## src/sv/cl_pkg.sv

```systemverilog
// cl_pkg: shared types, codes and default sizes for the cell list binning block
// no dependencies; imported by every module of the block except cl_ram
package cl_pkg;

   localparam int COORD_W    = 24;
   localparam int INV_W      = 16;
   localparam int LAST_W     = 5;
   localparam int FIELD_W    = 13;
   localparam int STATUS_W   = 2;
   localparam int REQ_W      = 3;
   localparam int CSR_IDX_W  = 3;
   localparam int CSR_DATA_W = 24;
   localparam int CMD_BOX_W  = 24;

   localparam int DEF_MAX_POINTS = 4096;
   localparam int DEF_AXIS_CELLS = 32;

   localparam logic [REQ_W-1:0] REQ_CLEAR  = 3'd0;
   localparam logic [REQ_W-1:0] REQ_ADD    = 3'd1;
   localparam logic [REQ_W-1:0] REQ_BUILD  = 3'd2;
   localparam logic [REQ_W-1:0] REQ_LOOKUP = 3'd3;
   localparam logic [REQ_W-1:0] REQ_LIST   = 3'd4;

   localparam logic [STATUS_W-1:0] ST_OK        = 2'd0;
   localparam logic [STATUS_W-1:0] ST_OUTSIDE   = 2'd1;
   localparam logic [STATUS_W-1:0] ST_FULL      = 2'd2;
   localparam logic [STATUS_W-1:0] ST_NOT_BUILT = 2'd3;

   localparam logic [CSR_IDX_W-1:0] CSR_ORIGIN_X = 3'd0;
   localparam logic [CSR_IDX_W-1:0] CSR_ORIGIN_Y = 3'd1;
   localparam logic [CSR_IDX_W-1:0] CSR_ORIGIN_Z = 3'd2;
   localparam logic [CSR_IDX_W-1:0] CSR_INV_CELL = 3'd3;
   localparam logic [CSR_IDX_W-1:0] CSR_LAST_X   = 3'd4;
   localparam logic [CSR_IDX_W-1:0] CSR_LAST_Y   = 3'd5;
   localparam logic [CSR_IDX_W-1:0] CSR_LAST_Z   = 3'd6;

   typedef struct packed {
      logic [REQ_W-1:0]          req_type;
      logic signed [COORD_W-1:0] coord_x;
      logic signed [COORD_W-1:0] coord_y;
      logic signed [COORD_W-1:0] coord_z;
      logic [LAST_W-1:0]         box_x;
      logic [LAST_W-1:0]         box_y;
      logic [LAST_W-1:0]         box_z;
      logic [FIELD_W-1:0]        list_pos;
   } req_word_type;

   typedef struct packed {
      logic [STATUS_W-1:0] status;
      logic [FIELD_W-1:0]  box_start;
      logic [FIELD_W-1:0]  box_end;
      logic [FIELD_W-1:0]  point_id;
   } rsp_word_type;

   typedef struct packed {
      logic [REQ_W-1:0]     op;
      logic                 in_grid;
      logic                 range_ok;
      logic [CMD_BOX_W-1:0] box;
      logic [FIELD_W-1:0]   list_pos;
   } cmd_word_type;

endpackage

```

## src/sv/cl_fifo.sv

```systemverilog
// cl_fifo: two entry command queue between front and back
// depends on cl_pkg
module cl_fifo (
   input  logic                 clock,
   input  logic                 reset,
   input  logic                 push,
   input  cl_pkg::cmd_word_type push_word,
   output logic                 full,
   input  logic                 pop,
   output logic                 head_valid,
   output cl_pkg::cmd_word_type head_word
);
   import cl_pkg::*;

   cmd_word_type slot_ff [2];
   cmd_word_type slot_in [2];
   logic         rd_ptr_ff, rd_ptr_in, wr_ptr_ff, wr_ptr_in;
   logic [1:0]   count_ff, count_in;

   assign full       = (count_ff == 2'd2);
   assign head_valid = (count_ff != 2'd0);
   assign head_word  = slot_ff[rd_ptr_ff];

   always_comb begin
      slot_in   = slot_ff;
      rd_ptr_in = rd_ptr_ff;
      wr_ptr_in = wr_ptr_ff;
      count_in  = count_ff;
      if (push) begin
         slot_in[wr_ptr_ff] = push_word;
         wr_ptr_in = !wr_ptr_ff;
      end
      if (pop) begin
         rd_ptr_in = !rd_ptr_ff;
      end
      case ({push, pop})
         2'b10:   count_in = count_ff + 2'd1;
         2'b01:   count_in = count_ff - 2'd1;
         default: count_in = count_ff;
      endcase
   end

   always_ff @(posedge clock) begin
      if (reset) begin
         rd_ptr_ff <= 1'b0;
         wr_ptr_ff <= 1'b0;
         count_ff  <= 2'd0;
      end else begin
         rd_ptr_ff <= rd_ptr_in;
         wr_ptr_ff <= wr_ptr_in;
         count_ff  <= count_in;
      end
   end

   always_ff @(posedge clock) begin
      slot_ff <= slot_in;
   end
endmodule

```

## config.mk

```make
export PLATFORM = sky130hd
export DESIGN_NAME = cl_fifo
export DESIGN_NICKNAME = d
export VERILOG_FILES = /design/src/sv/cl_pkg.sv /design/src/sv/cl_fifo.sv
export SDC_FILE = /design/constraint.sdc
export NUM_CORES = 1
export LEC_CHECK = 0
export BUFFER_PORTS_ARGS = -buffer_cell sky130_fd_sc_hd__buf_2
export CAP_MARGIN = 20
export CORE_MARGIN = 2
export CORE_UTILIZATION = 51
export CTS_CLUSTER_SIZE = 20
export DETAILED_ROUTE_END_ITERATION = 12
export MAX_ROUTING_LAYER = met4
export PLACE_DENSITY = 0.78
export SLEW_MARGIN = 20
export SYNTH_ARGS = -nofsm -noshare
export SYNTH_HDL_FRONTEND = slang
export SYNTH_SLANG_ARGS = --single-unit
```

## constraint.sdc

```tcl
create_clock -name clock -period 3.8 [get_ports clock]
set_clock_uncertainty 0.1 [all_clocks]
set_input_delay 0.38 -clock clock [delete_from_list [all_inputs] [get_ports clock]]
set_output_delay 0.38 -clock clock [all_outputs]
set_load 0.005 [all_outputs]
```

==> impl_metrics.yaml, run 1 <==
timing:
  slew_headroom_pct: 30.6
  fin_crit_sh_pct: 64.3
  max_clock_freq_mhz: 410
  finalHoldViolCount: 0
  rsz0062_at_grt: "false"
  fin_tns_setup_ns: 0
  tightest_slew_ns: 1.04
  finalSetupViolations: 0
  fin_crit_ns: 2.44
  slew_violations: 0
critical_path:
  crit_arrival_ns: 1.96
  cp_slowest_cell: "dfxtp_2"
  cp-end-kind: "output pin"
  crit_type: "reg2out"
  path_cells: "mux2_2 > buf_2"
  crit_family: "flip-flops"
  critPathRequiredTime_ns: 3.32
  cp.buffers_inverters: 1
  slowest_delay_ns: 1.02
  worstPathMaxFanout: 43
  cp-start-kind: "flip-flop"
pwr:
  internal-power_mw: 1.54
  seqPwrFrac_pct: 59.2
  powerDensity_mw_per_mm2: 500
  leakagePower_nw: 1.48
  pwr-share-clk_pct: 30.9
  vdd_drop_max_uv: 304
  combPwrFrac_pct: 9.9
  p_sw_share_pct: 21.6
  power_switching_uw: 423
route:
  ant_nets: 0
  first_pass_iters: 4
  wirelength_mm: 5.15
  post_drt_via_cell_ratio: 4.98
  num_vias: 1629
  wl_per_cell_um: 15.8
  route.detailed.drc: 0
  first_iter_violations: 104
synthesis:
  postSynthAreaPerCell_um2: 21.2
  ys_ff_latch: 88
  syn_nets: 198
  synth_cells: 151
  synth_area_mm2: 0.00320
  synth_cell_types: 15
  seq_area_frac_synth_pct: 81.2
  yosys_warnings: 0
layout:
  nets: 294
  layout-drive-gt1-share_pct: 60.3
  num-fill-cells: 435
  area_growth_pct: 22.5
  antennaDiodeCount: 0
  post-route-util_pct: 65.5
global_routing:
  grt_usage_pct: 15.9
  grt_pass1_wl_mm: 8.13
  grt_max_degree: 44
  grt_pass1_vias: 1724
  grt-ovfl-total: 0
  antenna_found_initial: 0
clocking:
  cts-root-buf: "clkbuf_8"
  cts_tree: "yes"
  cts_hold_buf: 0
  post-cts-setup-buffer-count: 0
  htreeDepth: 3
  cts_sinks: 88
  ctsResizeCount: 0
  insertion_delay_ns: 0.35
  numCtsBuffers: 9
  cts_buffer_depth: 2
  clkSlewWorstSetupHoldPaths_ns: 0.09
flow_run:
  maxCapViolCount: 0
die:
  die-area_mm2: 0.00693
  std_cell_rows: 28
  ioPinCount: 90
  fp.dieW_um: 83.3
  core-area_mm2: 0.00599
  start_util_pct: 53.5
  die_h_um: 83.3
placement:
  gp_congestion: 0.737
  portBuffers: 89
  dpl.hpwl_mm: 3.33
min_path:
  hold_class: "in2reg"
status:
  outcome: "completed"
==> registers in the layout (all words and copies together) (netlist names) <==
name       flops
wr_ptr_ff      1
count_ff       2
rd_ptr_ff      1
slot_ff       84
==> cells in the mapped netlist <==
library cell / number / area share (%)
edfxtp_1: 84 / 79
a21oi_1: 1 / 0.16
xnor2_1: 3 / 0.82
xor2_1: 1 / 0.27
o21ai_0: 1 / 0.16
inv_1: 1 / 0.12
ha_1: 1 / 0.39
dfxtp_1: 4 / 2.5
mux2_2: 42 / 15
or2_2: 1 / 0.20
or3_1: 1 / 0.20
buf_2: 5 / 0.78
nor2_1: 4 / 0.47
and2b_2: 1 / 0.27
and2_1: 1 / 0.20
==> per-stage QoR <==
step,cell area (um^2),hold slack (ns),worst slack [ns],std cells,power [mW]
global route,3920,0.0974,1.25,327,2.04
floorplan,3200,0.349,1.05,151,1.28
detailed placement,3740,0.389,1.74,311,1.38
global placement,3740,0.375,1.71,311,1.38
finish,3920,0.115,1.36,327,1.96
CTS,3920,0.106,1.36,327,1.98
==> worst paths after layout <==
check,from,end,depth (start not counted),slack (ns)
hold / removal,push_word[39],slot_ff[39],1,0.12
setup reg to reg,wr_ptr_ff,slot_ff[32],1,2.04
setup / recovery,rd_ptr_ff,head_word[14],2,1.36
hold reg to reg,count_ff[1],count_ff[1],2,0.41
==> metal layers <==
layer  up-vias  share of wire (%)  track usage [%]
met4         0                2.7             8.20
met5         -                  0                -
li1        781                  -                -
met2        59                 49             24.2
met3        12                5.4             4.08
met1       777                 43             19.9
==> power groups by stage <==
| stage | Combinational, mW | Sequential [mW] | Clock [mW] |
|---|---|---|---|
| 6_report | 0.194 | 1.16 | 0.607 |
| 5_1_grt | 0.213 | 1.17 | 0.656 |
| 4_1_cts | 0.199 | 1.16 | 0.618 |
| 3_5_place_dp | 0.197 | 1.18 | 0 |
| 3_3_place_gp | 0.194 | 1.18 | 0 |
| 2_1_floorplan | 0.117 | 1.16 | 0 |
==> logic make-up (layout without fill, tap and decap cells) <==
kind of cell	after synthesis	after routing	synth area share [%]
flops	88	88	81.2
mux	42	42	14.8
simple gates	8	8	1.33
buf+inv	6	107	0.898
xor+xnor	4	4	1.09
compound gates	2	2	0.312
fa+ha+maj	1	1	0.390
==> area by class of cell <==
class                           count  area (um^2)  share of cell area (%)
Clock buffer                       10          128                    3.25
Clock inverter                      6         60.1                    1.53
Inverter                            1         3.75                  0.0957
Multi-Input combinational cell     57          582                    14.8
Sequential cell                    88         2600                    66.4
Tap cell                           75         93.8                    2.39
Timing Repair Buffer               90          453                    11.5
==> placed cells by master (no fill, tap or decap), types with 2 or more instances in the layout <==
cell,count
clkinvlp_4,2
mux2_2,42
dfxtp_1,3
clkinv_2,3
clkbuf_8,9
nor2_1,3
xnor2_1,3
edfxtp_1,84
buf_2,89
Note: power is estimated with default switching activity, not from simulation.
==> run 2, diff against run 1 <==
--- a/config.mk
+++ b/config.mk
@@ -5,14 +5,15 @@
 export SDC_FILE = /design/constraint.sdc
 export NUM_CORES = 1
 export LEC_CHECK = 0
+export ABC_AREA = 1
 export BUFFER_PORTS_ARGS = -buffer_cell sky130_fd_sc_hd__buf_2
 export CAP_MARGIN = 20
 export CORE_MARGIN = 2
-export CORE_UTILIZATION = 51
+export CORE_UTILIZATION = 47
 export CTS_CLUSTER_SIZE = 20
 export DETAILED_ROUTE_END_ITERATION = 12
 export MAX_ROUTING_LAYER = met4
-export PLACE_DENSITY = 0.78
+export PLACE_DENSITY = 0.75
 export SLEW_MARGIN = 20
 export SYNTH_ARGS = -nofsm -noshare
 export SYNTH_HDL_FRONTEND = slang
==> constraint.sdc (replaced) <==
create_clock -name clock -period 2.16 [get_ports clock]
set_clock_uncertainty 0.1 [all_clocks]
set_input_delay 0.216 -clock clock [delete_from_list [all_inputs] [get_ports clock]]
set_output_delay 0.216 -clock clock [all_outputs]
set_load 0.005 [all_outputs]
==> impl_metrics.yaml, run 2 <==
synthesis:
  seq_area_frac_synth_pct: 75.8
  yosysTopAreaCell: "edfxtp_1"
  async_flop_share_pct: 0
  ys_ff_latch: 88
  ys.flop_type: "edfxtp_1"
  syn_nets: 209
  yosys_warnings: 0
  synth_area_mm2: 0.00343
  synthTopCellsByArea: "edfxtp_1 73%, mux2_4 17%, buf_12 2.3%"
  synth.most_common_cell: "edfxtp_1"
  synth_cell_types: 15
  synth_common_cells: "84 x edfxtp_1, 39 x mux2_4, 8 x nor2_1"
  postSynthAreaPerCell_um2: 21.2
  synth_edf_count: 84
  yosysTopAreaCellShare_pct: 73.4
  synth_cells: 162
pwr:
  combPwrFrac_pct: 13.6
  power_mw: 3.58
  seqPwrFrac_pct: 55.7
  internal-power_mw: 2.80
  p_sw_share_pct: 21.9
  powerDensity_mw_per_mm2: 775
  vdd_drop_max_uv: 497
  pwr-share-clk_pct: 30.7
  power_switching_uw: 783
  leakagePower_nw: 1.86
global_routing:
  grt_usage_pct: 15.7
  grt-ovfl-total: 0
  grt_pass1_wl_mm: 8.83
  grt_max_degree: 23
  antenna_found_initial: 0
  grt_pass1_vias: 1902
placement:
  dpl.hpwl_mm: 3.59
  portBuffers: 89
  gp_congestion: 0.646
timing:
  fin_crit_ns: 1.87
  max_clock_freq_mhz: 534
  fin_crit_sh_pct: 86.8
  tightest_slew_ns: 0.524
  finalHoldViolCount: 0
  slew_headroom_pct: 65.0
  slew_violations: 0
  fin_tns_setup_ns: 0
  finalSetupViolations: 0
  rsz0062_at_grt: "false"
die:
  core-area_mm2: 0.00718
  std_cell_rows: 31
  ioPinCount: 90
  start_util_pct: 47.9
  fp.dieW_um: 89.5
  die-area_mm2: 0.00801
  die_h_um: 89.5
clocking:
  cts_buffer_depth: 2
  numCtsBuffers: 9
  cts-root-buf: "clkbuf_8"
  insertion_delay_ns: 0.34
  cts_sinks: 88
  clkSlewWorstSetupHoldPaths_ns: 0.08
  htreeDepth: 3
  cts_tree: "yes"
  ctsResizeCount: 0
layout:
  largestRegisters: "slot_ff (84), count_ff (2)"
  largest_reg_flops: 84
  layout-drive-gt1-share_pct: 49.8
  top_register: "slot_ff"
  area_growth_pct: 34.5
  post-route-util_pct: 64.4
  final_cell_mix: "89 x buf_2, 84 x edfxtp_1, 43 x dlygate4sd3_1"
  nets: 353
  mostFrequentLayoutCell: "buf_2"
  antennaDiodeCount: 0
critical_path:
  cp-start-kind: "flip-flop"
  crit_arrival_ns: 1.56
  worstPathMaxFanout: 22
  cp-end-kind: "output pin"
  critPathRequiredTime_ns: 1.84
  crit_type: "reg2out"
flow_run:
  maxCapViolCount: 0
route:
  post_drt_via_cell_ratio: 4.50
  first_pass_iters: 4
  wl_per_cell_um: 14.0
  wirelength_mm: 5.74
  route.detailed.drc: 0
  first_iter_violations: 76
  num_vias: 1846
  ant_nets: 0
min_path:
  hold_class: "in2reg"
status:
  outcome: "completed"
==> run 2: cell types whose count changed in the layout (fill, tap and decap cells not counted), sizes merged, moves of 3 or more <==
cell / delta
nor2: +4
dlygate4sd3: +43
inv: +7
nand2: +6
clkinv: -3
buf: +5
==> run 2: path summary, 6_finish.rpt <==
path          startpoint       endpoint  slack (ns)  cells after the start
max            rd_ptr_ff  head_word[39]        0.29                      3
max reg2reg    wr_ptr_ff    slot_ff[78]        0.76                      2
min                  pop      rd_ptr_ff        0.05                      3
min reg2reg  count_ff[1]    count_ff[1]        0.43                      2
==> run 2: per-layer routing <==
metal / track usage [%] / share of wire (%) / up-vias
met5: - / 0 / -
met4: 5.29 / 1.0 / 0
met3: 6.19 / 7.0 / 8
met2: 25.5 / 50 / 63
met1: 17.9 / 42 / 869
li1: - / - / 906
==> run 2: cells by family (layout without fill, tap and decap cells) <==
group                      after synthesis  after routing  synth area share, %
xor gates and xnor gates                 1              1                0.255
AOI/OAI and AO/OA                        2              2                0.291
buffers and inverters                   12            161                 3.42
DFF                                     88             88                 75.8
muxes                                   42             42                 18.0
and+or+nand+nor                         16             16                 1.86
adders and majority gates                1              1                0.364
==> run 2: cell type report <==
class,count,area (um^2)
well taps,99,124
repair buffers,138,946
inverters,7,26.3
fillers,515,2560
clock buffers,10,128
multi-input cells,62,722
flip-flops and latches,88,2600
clock inverters,6,68.8
==> run 2: power groups by stage <==
stage | Clock, mW | Sequential (mW) | Combinational, mW
floorplan | 0 | 2.03 | 0.279
detailed placement | 0 | 2.03 | 0.434
global route | 1.22 | 2.00 | 0.538
finish | 1.10 | 1.99 | 0.488
global placement | 0 | 2.03 | 0.426
CTS | 1.14 | 1.99 | 0.496
==> run 2: critical path, stage by stage (launching register included) <==
cell and delay, ns:
dfxtp_2 0.33, buf_4 0.37, mux2_2 0.39, buf_2 0.13
==> run 2: timing repair <==
action,4_1_cts,5_1_grt
hold endpoints to repair,86,0
endpoints found under the setup margin,0,0
buffers inserted,0,0
hold buffers,43,0
==> run 2: through the flow <==
step           instances  cell area [um^2]  setup WS (ns)  hold WS [ns]
2_1_floorplan        162              3440          0.219         0.188
3_3_place_gp         351              3990          0.670         0.303
3_5_place_dp         351              3990          0.644         0.307
4_1_cts              410              4620          0.252        0.0272
5_1_grt              410              4620          0.197        0.0656
6_report             410              4620          0.286        0.0463
