$ cat src/sv/cl_pkg.sv
// cl_pkg: shared types, codes and default sizes for the cell list binning block
// no dependencies; imported by every module of the block except cl_ram
package cl_pkg;

   localparam int COORD_W    = 24;
   localparam int INV_W      = 16;
   localparam int LAST_W     = 5;
   localparam int FIELD_W    = 13;
   localparam int STATUS_W   = 2;
   localparam int REQ_W      = 3;
   localparam int CSR_IDX_W  = 3;
   localparam int CSR_DATA_W = 24;
   localparam int CMD_BOX_W  = 24;

   localparam int DEF_MAX_POINTS = 4096;
   localparam int DEF_AXIS_CELLS = 32;

   localparam logic [REQ_W-1:0] REQ_CLEAR  = 3'd0;
   localparam logic [REQ_W-1:0] REQ_ADD    = 3'd1;
   localparam logic [REQ_W-1:0] REQ_BUILD  = 3'd2;
   localparam logic [REQ_W-1:0] REQ_LOOKUP = 3'd3;
   localparam logic [REQ_W-1:0] REQ_LIST   = 3'd4;

   localparam logic [STATUS_W-1:0] ST_OK        = 2'd0;
   localparam logic [STATUS_W-1:0] ST_OUTSIDE   = 2'd1;
   localparam logic [STATUS_W-1:0] ST_FULL      = 2'd2;
   localparam logic [STATUS_W-1:0] ST_NOT_BUILT = 2'd3;

   localparam logic [CSR_IDX_W-1:0] CSR_ORIGIN_X = 3'd0;
   localparam logic [CSR_IDX_W-1:0] CSR_ORIGIN_Y = 3'd1;
   localparam logic [CSR_IDX_W-1:0] CSR_ORIGIN_Z = 3'd2;
   localparam logic [CSR_IDX_W-1:0] CSR_INV_CELL = 3'd3;
   localparam logic [CSR_IDX_W-1:0] CSR_LAST_X   = 3'd4;
   localparam logic [CSR_IDX_W-1:0] CSR_LAST_Y   = 3'd5;
   localparam logic [CSR_IDX_W-1:0] CSR_LAST_Z   = 3'd6;

   typedef struct packed {
      logic [REQ_W-1:0]          req_type;
      logic signed [COORD_W-1:0] coord_x;
      logic signed [COORD_W-1:0] coord_y;
      logic signed [COORD_W-1:0] coord_z;
      logic [LAST_W-1:0]         box_x;
      logic [LAST_W-1:0]         box_y;
      logic [LAST_W-1:0]         box_z;
      logic [FIELD_W-1:0]        list_pos;
   } req_word_type;

   typedef struct packed {
      logic [STATUS_W-1:0] status;
      logic [FIELD_W-1:0]  box_start;
      logic [FIELD_W-1:0]  box_end;
      logic [FIELD_W-1:0]  point_id;
   } rsp_word_type;

   typedef struct packed {
      logic [REQ_W-1:0]     op;
      logic                 in_grid;
      logic                 range_ok;
      logic [CMD_BOX_W-1:0] box;
      logic [FIELD_W-1:0]   list_pos;
   } cmd_word_type;

endpackage

$ cat src/sv/cl_front.sv
// cl_front: config registers, box mapping pipeline and command classification
// depends on cl_pkg
module cl_front #(
   parameter int AXIS_CELLS = cl_pkg::DEF_AXIS_CELLS
) (
   input  logic                           clock,
   input  logic                           reset,
   input  logic                           csr_write,
   input  logic [cl_pkg::CSR_IDX_W-1:0]   csr_index,
   input  logic [cl_pkg::CSR_DATA_W-1:0]  csr_wdata,
   input  logic                           req_valid,
   output logic                           req_stall,
   input  cl_pkg::req_word_type           req_word,
   output logic                           cmd_push,
   output cl_pkg::cmd_word_type           cmd_word,
   input  logic                           cmd_full
);
   import cl_pkg::*;

   localparam int AW    = $clog2(AXIS_CELLS);
   localparam int BW    = $clog2(AXIS_CELLS * AXIS_CELLS * AXIS_CELLS);
   localparam int LIM_W = (AW > LAST_W) ? AW : LAST_W;

   logic signed [COORD_W-1:0] org_x_ff, org_y_ff, org_z_ff;
   logic signed [COORD_W-1:0] org_x_in, org_y_in, org_z_in;
   logic [INV_W-1:0]          inv_ff, inv_in;
   logic [LAST_W-1:0]         last_x_ff, last_y_ff, last_z_ff;
   logic [LAST_W-1:0]         last_x_in, last_y_in, last_z_in;

   logic                      s1_valid_ff, s1_valid_in;
   req_word_type              s1_word_ff, s1_word_in;
   logic signed [COORD_W:0]   dx_ff, dy_ff, dz_ff, dx_in, dy_in, dz_in;
   logic                      s2_valid_ff, s2_valid_in;
   req_word_type              s2_word_ff, s2_word_in;
   logic signed [41:0]        px_ff, py_ff, pz_ff, px_in, py_in, pz_in;

   logic                      advance;
   logic [LIM_W-1:0]          lim_x, lim_y, lim_z;
   logic                      in_grid, range_ok;
   logic [BW-1:0]             pbox, lbox;

   function automatic logic axis_in(input logic signed [41:0] p, input logic [LIM_W-1:0] lim);
      axis_in = !p[41] && (p[41:16] <= 26'(lim));
   endfunction

   function automatic logic [LIM_W-1:0] axis_lim(input logic [LAST_W-1:0] last);
      axis_lim = (LIM_W'(last) < LIM_W'(AXIS_CELLS - 1)) ? LIM_W'(last)
                                                          : LIM_W'(AXIS_CELLS - 1);
   endfunction

   // config
   always_comb begin
      org_x_in  = org_x_ff;
      org_y_in  = org_y_ff;
      org_z_in  = org_z_ff;
      inv_in    = inv_ff;
      last_x_in = last_x_ff;
      last_y_in = last_y_ff;
      last_z_in = last_z_ff;
      if (csr_write) begin
         case (csr_index)
            CSR_ORIGIN_X: org_x_in  = $signed(csr_wdata);
            CSR_ORIGIN_Y: org_y_in  = $signed(csr_wdata);
            CSR_ORIGIN_Z: org_z_in  = $signed(csr_wdata);
            CSR_INV_CELL: inv_in    = csr_wdata[INV_W-1:0];
            CSR_LAST_X:   last_x_in = csr_wdata[LAST_W-1:0];
            CSR_LAST_Y:   last_y_in = csr_wdata[LAST_W-1:0];
            CSR_LAST_Z:   last_z_in = csr_wdata[LAST_W-1:0];
            default: ;
         endcase
      end
   end

   // two stage mapping pipeline, stalled as a whole when the queue is full and stage two holds a word
   assign advance   = !s2_valid_ff || !cmd_full;
   assign req_stall = !advance;
   assign cmd_push  = s2_valid_ff && !cmd_full;

   always_comb begin
      s1_valid_in = s1_valid_ff;
      s1_word_in  = s1_word_ff;
      dx_in       = dx_ff;
      dy_in       = dy_ff;
      dz_in       = dz_ff;
      s2_valid_in = s2_valid_ff;
      s2_word_in  = s2_word_ff;
      px_in       = px_ff;
      py_in       = py_ff;
      pz_in       = pz_ff;
      if (advance) begin
         s1_valid_in = req_valid;
         s1_word_in  = req_word;
         dx_in = $signed({req_word.coord_x[COORD_W-1], req_word.coord_x})
               - $signed({org_x_ff[COORD_W-1], org_x_ff});
         dy_in = $signed({req_word.coord_y[COORD_W-1], req_word.coord_y})
               - $signed({org_y_ff[COORD_W-1], org_y_ff});
         dz_in = $signed({req_word.coord_z[COORD_W-1], req_word.coord_z})
               - $signed({org_z_ff[COORD_W-1], org_z_ff});
         s2_valid_in = s1_valid_ff;
         s2_word_in  = s1_word_ff;
         px_in = dx_ff * $signed({1'b0, inv_ff});
         py_in = dy_ff * $signed({1'b0, inv_ff});
         pz_in = dz_ff * $signed({1'b0, inv_ff});
      end
   end

   // classification
   always_comb begin
      lim_x    = axis_lim(last_x_ff);
      lim_y    = axis_lim(last_y_ff);
      lim_z    = axis_lim(last_z_ff);
      in_grid  = axis_in(px_ff, lim_x) && axis_in(py_ff, lim_y) && axis_in(pz_ff, lim_z);
      range_ok = (LIM_W'(s2_word_ff.box_x) <= lim_x) && (LIM_W'(s2_word_ff.box_y) <= lim_y)
              && (LIM_W'(s2_word_ff.box_z) <= lim_z);
      pbox = BW'(px_ff[16 +: AW]) * BW'(AXIS_CELLS * AXIS_CELLS)
           + BW'(py_ff[16 +: AW]) * BW'(AXIS_CELLS) + BW'(pz_ff[16 +: AW]);
      lbox = BW'(s2_word_ff.box_x) * BW'(AXIS_CELLS * AXIS_CELLS)
           + BW'(s2_word_ff.box_y) * BW'(AXIS_CELLS) + BW'(s2_word_ff.box_z);
      cmd_word.op       = s2_word_ff.req_type;
      cmd_word.in_grid  = in_grid;
      cmd_word.range_ok = range_ok;
      cmd_word.box      = CMD_BOX_W'((s2_word_ff.req_type == REQ_LOOKUP) ? lbox : pbox);
      cmd_word.list_pos = s2_word_ff.list_pos;
   end

   always_ff @(posedge clock) begin
      if (reset) begin
         org_x_ff    <= '0;
         org_y_ff    <= '0;
         org_z_ff    <= '0;
         inv_ff      <= INV_W'(256);
         last_x_ff   <= LAST_W'(31);
         last_y_ff   <= LAST_W'(31);
         last_z_ff   <= LAST_W'(31);
         s1_valid_ff <= 1'b0;
         s2_valid_ff <= 1'b0;
      end else begin
         org_x_ff    <= org_x_in;
         org_y_ff    <= org_y_in;
         org_z_ff    <= org_z_in;
         inv_ff      <= inv_in;
         last_x_ff   <= last_x_in;
         last_y_ff   <= last_y_in;
         last_z_ff   <= last_z_in;
         s1_valid_ff <= s1_valid_in;
         s2_valid_ff <= s2_valid_in;
      end
   end

   always_ff @(posedge clock) begin
      s1_word_ff <= s1_word_in;
      dx_ff      <= dx_in;
      dy_ff      <= dy_in;
      dz_ff      <= dz_in;
      s2_word_ff <= s2_word_in;
      px_ff      <= px_in;
      py_ff      <= py_in;
      pz_ff      <= pz_in;
   end
endmodule

$ cat config.mk
export PLATFORM = sky130hd
export DESIGN_NAME = cl_front
export DESIGN_NICKNAME = d
export VERILOG_FILES = /design/src/sv/cl_pkg.sv /design/src/sv/cl_front.sv
export SDC_FILE = /design/constraint.sdc
export NUM_CORES = 2
export LEC_CHECK = 0
export ABC_AREA = 1
export BUFFER_PORTS_ARGS = -buffer_cell sky130_fd_sc_hd__buf_2
export CORE_AREA = 5 5 364 438
export DETAILED_ROUTE_END_ITERATION = 6
export DIE_AREA = 0 0 369 443
export PLACE_DENSITY_LB_ADDON = 0.25
export SLEW_MARGIN = 20
export SYNTH_ARGS = -nofsm -noshare
export SYNTH_HDL_FRONTEND = slang
export SYNTH_SLANG_ARGS = --single-unit
$ cat constraint.sdc
create_clock -name clock -period 14.45 [get_ports clock]
set_clock_uncertainty 0.05 [all_clocks]
set_input_delay 2.89 -clock clock [delete_from_list [all_inputs] [get_ports clock]]
set_output_delay 2.89 -clock clock [all_outputs]
set_load 0.05 [all_outputs]
==> metrics.txt <==
# TYPE chip_impl_metric gauge
chip_impl_info{name="outcome",value="completed"} 1
chip_impl_metric{name="wl_per_cell",unit="um"} 18.12
chip_impl_metric{name="portion_of_the_post_synthesis_area_used_by_sequential_elements",unit="%"} 13.93
chip_impl_metric{name="whs",unit="ps"} 353.1
chip_impl_info{name="layout.cells.most_common_list",value="sky130_fd_sc_hd__inv_1 (2220), sky130_fd_sc_hd__nand2_1 (2007), sky130_fd_sc_hd__fa_1 (1170)"} 1
chip_impl_metric{name="layout_worst_path_cycle_share",unit="%"} 48.81
chip_impl_metric{name="die-height",unit="um"} 443
chip_impl_metric{name="number_of_fill_cells_in_the_layout",unit=""} 15910
chip_impl_metric{name="die_w",unit="um"} 369
chip_impl_metric{name="initial_core_util",unit="%"} 39.59
chip_impl_info{name="synth_top_flop_cell",value="sky130_fd_sc_hd__edfxtp_1"} 1
chip_impl_metric{name="cts.path.max_buffers",unit=""} 3
chip_impl_metric{name="top_level_ports",unit=""} 179
chip_impl_metric{name="drt-initial-drc-count",unit=""} 3038
chip_impl_metric{name="p_seq_share",unit="%"} 22.4
chip_impl_metric{name="proportion_of_total_power_due_to_net_switching",unit="%"} 52.58
chip_impl_metric{name="first_global_vias",unit=""} 51440
chip_impl_metric{name="power_density",unit="mW/mm^2"} 114.9
chip_impl_metric{name="p_clk_share",unit="%"} 14.3
chip_impl_metric{name="gp_congestion",unit=""} 0.9548
chip_impl_metric{name="wirelength",unit="um"} 177400
chip_impl_info{name="worst_setup_end_kind",value="register"} 1
chip_impl_metric{name="combPwrFrac",unit="%"} 63.3
chip_impl_metric{name="max_freq",unit="GHz"} 0.1418
chip_impl_metric{name="core_area",unit="mm^2"} 0.1552
chip_impl_metric{name="worst_skew_pair.late_latency",unit="ps"} 640
chip_impl_metric{name="post_synth_inst_count",unit=""} 7811
chip_impl_metric{name="post-route-min-period",unit="ps"} 7053
chip_impl_metric{name="transition_time_of_the_tightest_slew_check_pin",unit="ps"} 960.4
chip_impl_metric{name="grt_util_all_layers",unit="%"} 22.11
chip_impl_metric{name="clk_pin_slew_worst_paths",unit="ps"} 60
chip_impl_metric{name="totalPowerFinal",unit="mW"} 7.501
chip_impl_metric{name="final_antenna_net_count",unit=""} 0
chip_impl_metric{name="fin_tns_setup",unit="ps"} 0
chip_impl_info{name="startpoint_type",value="register"} 1
chip_impl_info{name="leading_cell_type_in_the_layout_fill_and_taps_excluded",value="sky130_fd_sc_hd__inv_1"} 1
chip_impl_info{name="tritoncts",value="built"} 1
chip_impl_metric{name="final-hold-violation-count",unit=""} 0
chip_impl_metric{name="number_of_pins_exceeding_their_max_slew_limit_in_the_final_report",unit=""} 0
chip_impl_metric{name="post_synth_arst_share",unit="%"} 0
chip_impl_metric{name="cell_variety_after_synth",unit=""} 48
chip_impl_metric{name="required",unit="ps"} 14780
chip_impl_metric{name="tritoncts_buffer_count",unit=""} 39
chip_impl_metric{name="grt_pass1_wl",unit="um"} 284100
chip_impl_metric{name="routed-via-count",unit=""} 48070
chip_impl_metric{name="io_buffers",unit=""} 169
chip_impl_metric{name="num_rows",unit=""} 159
chip_impl_metric{name="ir_drop",unit="uV"} 117.8
chip_impl_info{name="timing.hold.worst.class",value="register to register"} 1
chip_impl_metric{name="synth_edf_count",unit=""} 215
chip_impl_metric{name="grt_antenna_before_repair",unit=""} 12
chip_impl_metric{name="count_of_synthesis_stage_warnings_from_yosys",unit=""} 0
chip_impl_metric{name="cts_sinks",unit=""} 320
chip_impl_metric{name="cts_htree_levels",unit=""} 2
chip_impl_metric{name="p_switching",unit="mW"} 3.944
chip_impl_metric{name="critPathMaxFanout",unit=""} 50
chip_impl_metric{name="hpwlAfterDp",unit="um"} 147300
chip_impl_metric{name="postPlaceCellArea",unit="mm^2"} 0.06386
chip_impl_metric{name="worst-endpoint-arrival",unit="ps"} 7380
chip_impl_metric{name="timing.final.setup_violations",unit=""} 0
chip_impl_metric{name="post_cts_resize_count",unit=""} 0
chip_impl_info{name="clk_root_buffer_cell",value="sky130_fd_sc_hd__clkbuf_16"} 1
chip_impl_info{name="unrepaired_setup_endpoints_after_global_routing",value="false"} 1
chip_impl_metric{name="static-leakage-power",unit="nW"} 36.24
chip_impl_metric{name="remaining_overflow_grt",unit=""} 0
chip_impl_metric{name="die-area",unit="mm^2"} 0.1635
chip_impl_metric{name="synthesis.area_per_instance",unit="um^2"} 7.866
chip_impl_metric{name="mappedNetlistArea",unit="mm^2"} 0.06144
chip_impl_metric{name="cell_internal_pwr",unit="mW"} 3.557
chip_impl_metric{name="ctsHoldBuffers",unit=""} 0
chip_impl_metric{name="pre_repair_dr_iteration_count",unit=""} 6
chip_impl_metric{name="fraction_of_final_layout_cells_with_drive_strength_greater_than_1",unit="%"} 4.040
chip_impl_metric{name="finish.instance_area",unit="mm^2"} 0.06526
chip_impl_metric{name="slew-limit-headroom",unit="%"} 35.97
chip_impl_info{name="timing.setup.critical_path_class",value="register to register"} 1
chip_impl_metric{name="nNetsFinal",unit=""} 9451
chip_impl_metric{name="synth_seq_cells",unit=""} 320
chip_impl_metric{name="drc",unit=""} 0
chip_impl_metric{name="post_drt_via_cell_ratio",unit=""} 4.910
chip_impl_metric{name="cap_violations",unit=""} 0
chip_impl_metric{name="area_growth_syn_to_layout",unit="%"} 6.226
chip_impl_metric{name="post_cts_buffers",unit=""} 0
chip_impl_metric{name="grt_max_degree",unit=""} 105
## path summary, 6_finish.rpt
path	from	to	slack, ps	cells after the start
worst max register to register	inv_ff[2]	py_ff[41]	7400	19
worst min register to register	s1_word_ff[26]	s2_word_ff[26]	350	0
worst max-delay path	inv_ff[2]	py_ff[41]	7400	19
worst min-delay path	s1_word_ff[26]	s2_word_ff[26]	350	0
## metal layers
metal / wire length, um / GRT usage [%]
met3: 9206 / 2.716
met5: 23 / 0
met2: 87310 / 38.35
met1: 74370 / 28.77
met4: 6521 / 7.200
## registers in the layout, indices dropped and copies added (netlist names), 24 cells and up
signal	count
s1_word_ff	31
px_ff	26
py_ff	26
pz_ff	26
dx_ff	25
dy_ff	25
dz_ff	25
org_x_ff	24
org_y_ff	24
org_z_ff	24
## power by group through the flow
stage          Combinational (mW)  Clock (mW)  Sequential, mW
6_report                     4.75        1.07            1.68
5_1_grt                      5.41        1.14            1.70
4_1_cts                      4.81        1.11            1.68
3_5_place_dp                 4.76           0            1.69
3_3_place_gp                 4.74           0            1.69
2_1_floorplan                3.52           0            1.37
## layout make-up
cell class	instances	area (um^2)	share of cell area, %
Inverter	2228	8363	12.81
Clock buffer	54	1102	1.689
Timing Repair Buffer	193	1039	1.591
Multi-Input combinational cell	4959	43350	66.42
Sequential cell	320	8611	13.19
Clock inverter	18	265.3	0.4064
Antenna cell	6	15.01	0.02301
Tap cell	2012	2517	3.857
## cells in the mapped netlist, types with 2 or more instances
cell type | n | area [um^2]
sky130_fd_sc_hd__nand2_2 | 3 | 18.77
sky130_fd_sc_hd__nand3_1 | 140 | 700.7
sky130_fd_sc_hd__buf_4 | 11 | 82.58
sky130_fd_sc_hd__edfxtp_1 | 215 | 6456
sky130_fd_sc_hd__a211oi_1 | 4 | 30.03
sky130_fd_sc_hd__nand4_1 | 50 | 312.8
sky130_fd_sc_hd__buf_1 | 29 | 108.9
sky130_fd_sc_hd__a2bb2oi_1 | 3 | 26.28
sky130_fd_sc_hd__fa_1 | 1170 | 23420
sky130_fd_sc_hd__and3_1 | 3 | 18.77
sky130_fd_sc_hd__nor3_2 | 4 | 40.04
sky130_fd_sc_hd__buf_2 | 8 | 40.04
sky130_fd_sc_hd__a21oi_1 | 296 | 1481
sky130_fd_sc_hd__o21bai_1 | 38 | 285.3
sky130_fd_sc_hd__or2_1 | 2 | 12.51
sky130_fd_sc_hd__inv_2 | 4 | 15.01
sky130_fd_sc_hd__dfxtp_1 | 105 | 2102
sky130_fd_sc_hd__nand3_2 | 2 | 20.02
sky130_fd_sc_hd__or2_2 | 4 | 25.02
sky130_fd_sc_hd__nor2_1 | 379 | 1423
sky130_fd_sc_hd__ha_1 | 405 | 5067
sky130_fd_sc_hd__o31ai_2 | 4 | 50.05
sky130_fd_sc_hd__inv_1 | 2223 | 8344
sky130_fd_sc_hd__xnor2_1 | 31 | 271.5
sky130_fd_sc_hd__mux2_2 | 12 | 135.1
sky130_fd_sc_hd__nand3b_1 | 7 | 52.55
sky130_fd_sc_hd__o21ai_0 | 196 | 980.9
sky130_fd_sc_hd__o21a_1 | 9 | 67.56
sky130_fd_sc_hd__o21ai_1 | 5 | 25.02
sky130_fd_sc_hd__nor4_1 | 14 | 87.58
sky130_fd_sc_hd__nand2_1 | 2008 | 7537
sky130_fd_sc_hd__nor3_1 | 42 | 210.2
sky130_fd_sc_hd__o211ai_1 | 13 | 97.59
sky130_fd_sc_hd__clkbuf_1 | 264 | 991.0
sky130_fd_sc_hd__a21boi_0 | 4 | 30.03
sky130_fd_sc_hd__a31oi_1 | 7 | 43.79
sky130_fd_sc_hd__xor2_1 | 76 | 665.6
sky130_fd_sc_hd__a21o_1 | 11 | 82.58
## cells by family after synthesis
group | after synthesis | synth area share [%]
adder cells (fa/ha/maj) | 1575 | 46.37
AND/OR/NAND/NOR | 2662 | 17.08
multiplexers | 12 | 0.2199
buffers and inverters | 2540 | 15.60
flip-flops | 320 | 13.93
XOR/XNOR | 107 | 1.525
other | 1 | 0.006104
AO/OA/AOI/OAI | 594 | 5.264
## critical path, cell delays in order, from the launching register on
cell and delay (ps):
sky130_fd_sc_hd__dfxtp_4 580, sky130_fd_sc_hd__buf_4 660, sky130_fd_sc_hd__nand2_1 280, sky130_fd_sc_hd__fa_1 800, sky130_fd_sc_hd__fa_1 490, sky130_fd_sc_hd__inv_1 300
sky130_fd_sc_hd__fa_1 510, sky130_fd_sc_hd__inv_1 150, sky130_fd_sc_hd__fa_1 460, sky130_fd_sc_hd__fa_1 480, sky130_fd_sc_hd__fa_1 490, sky130_fd_sc_hd__inv_1 40
sky130_fd_sc_hd__ha_1 380, sky130_fd_sc_hd__inv_1 110, sky130_fd_sc_hd__nor3_1 280, sky130_fd_sc_hd__nand2_1 140, sky130_fd_sc_hd__nor2_1 160, sky130_fd_sc_hd__nand3b_1 140
sky130_fd_sc_hd__nand4_1 130, sky130_fd_sc_hd__nand2_1 60
## through the flow
step	setup WS (ps)	util (%)	std cells
global placement	7528	41.15	9711
floorplan	2323	-	7819
global route	7067	42.05	9786
detailed placement	7456	41.15	9711
finish	7397	42.06	9790
CTS	7378	42.04	9783
Power figures use the tool's default switching activity.
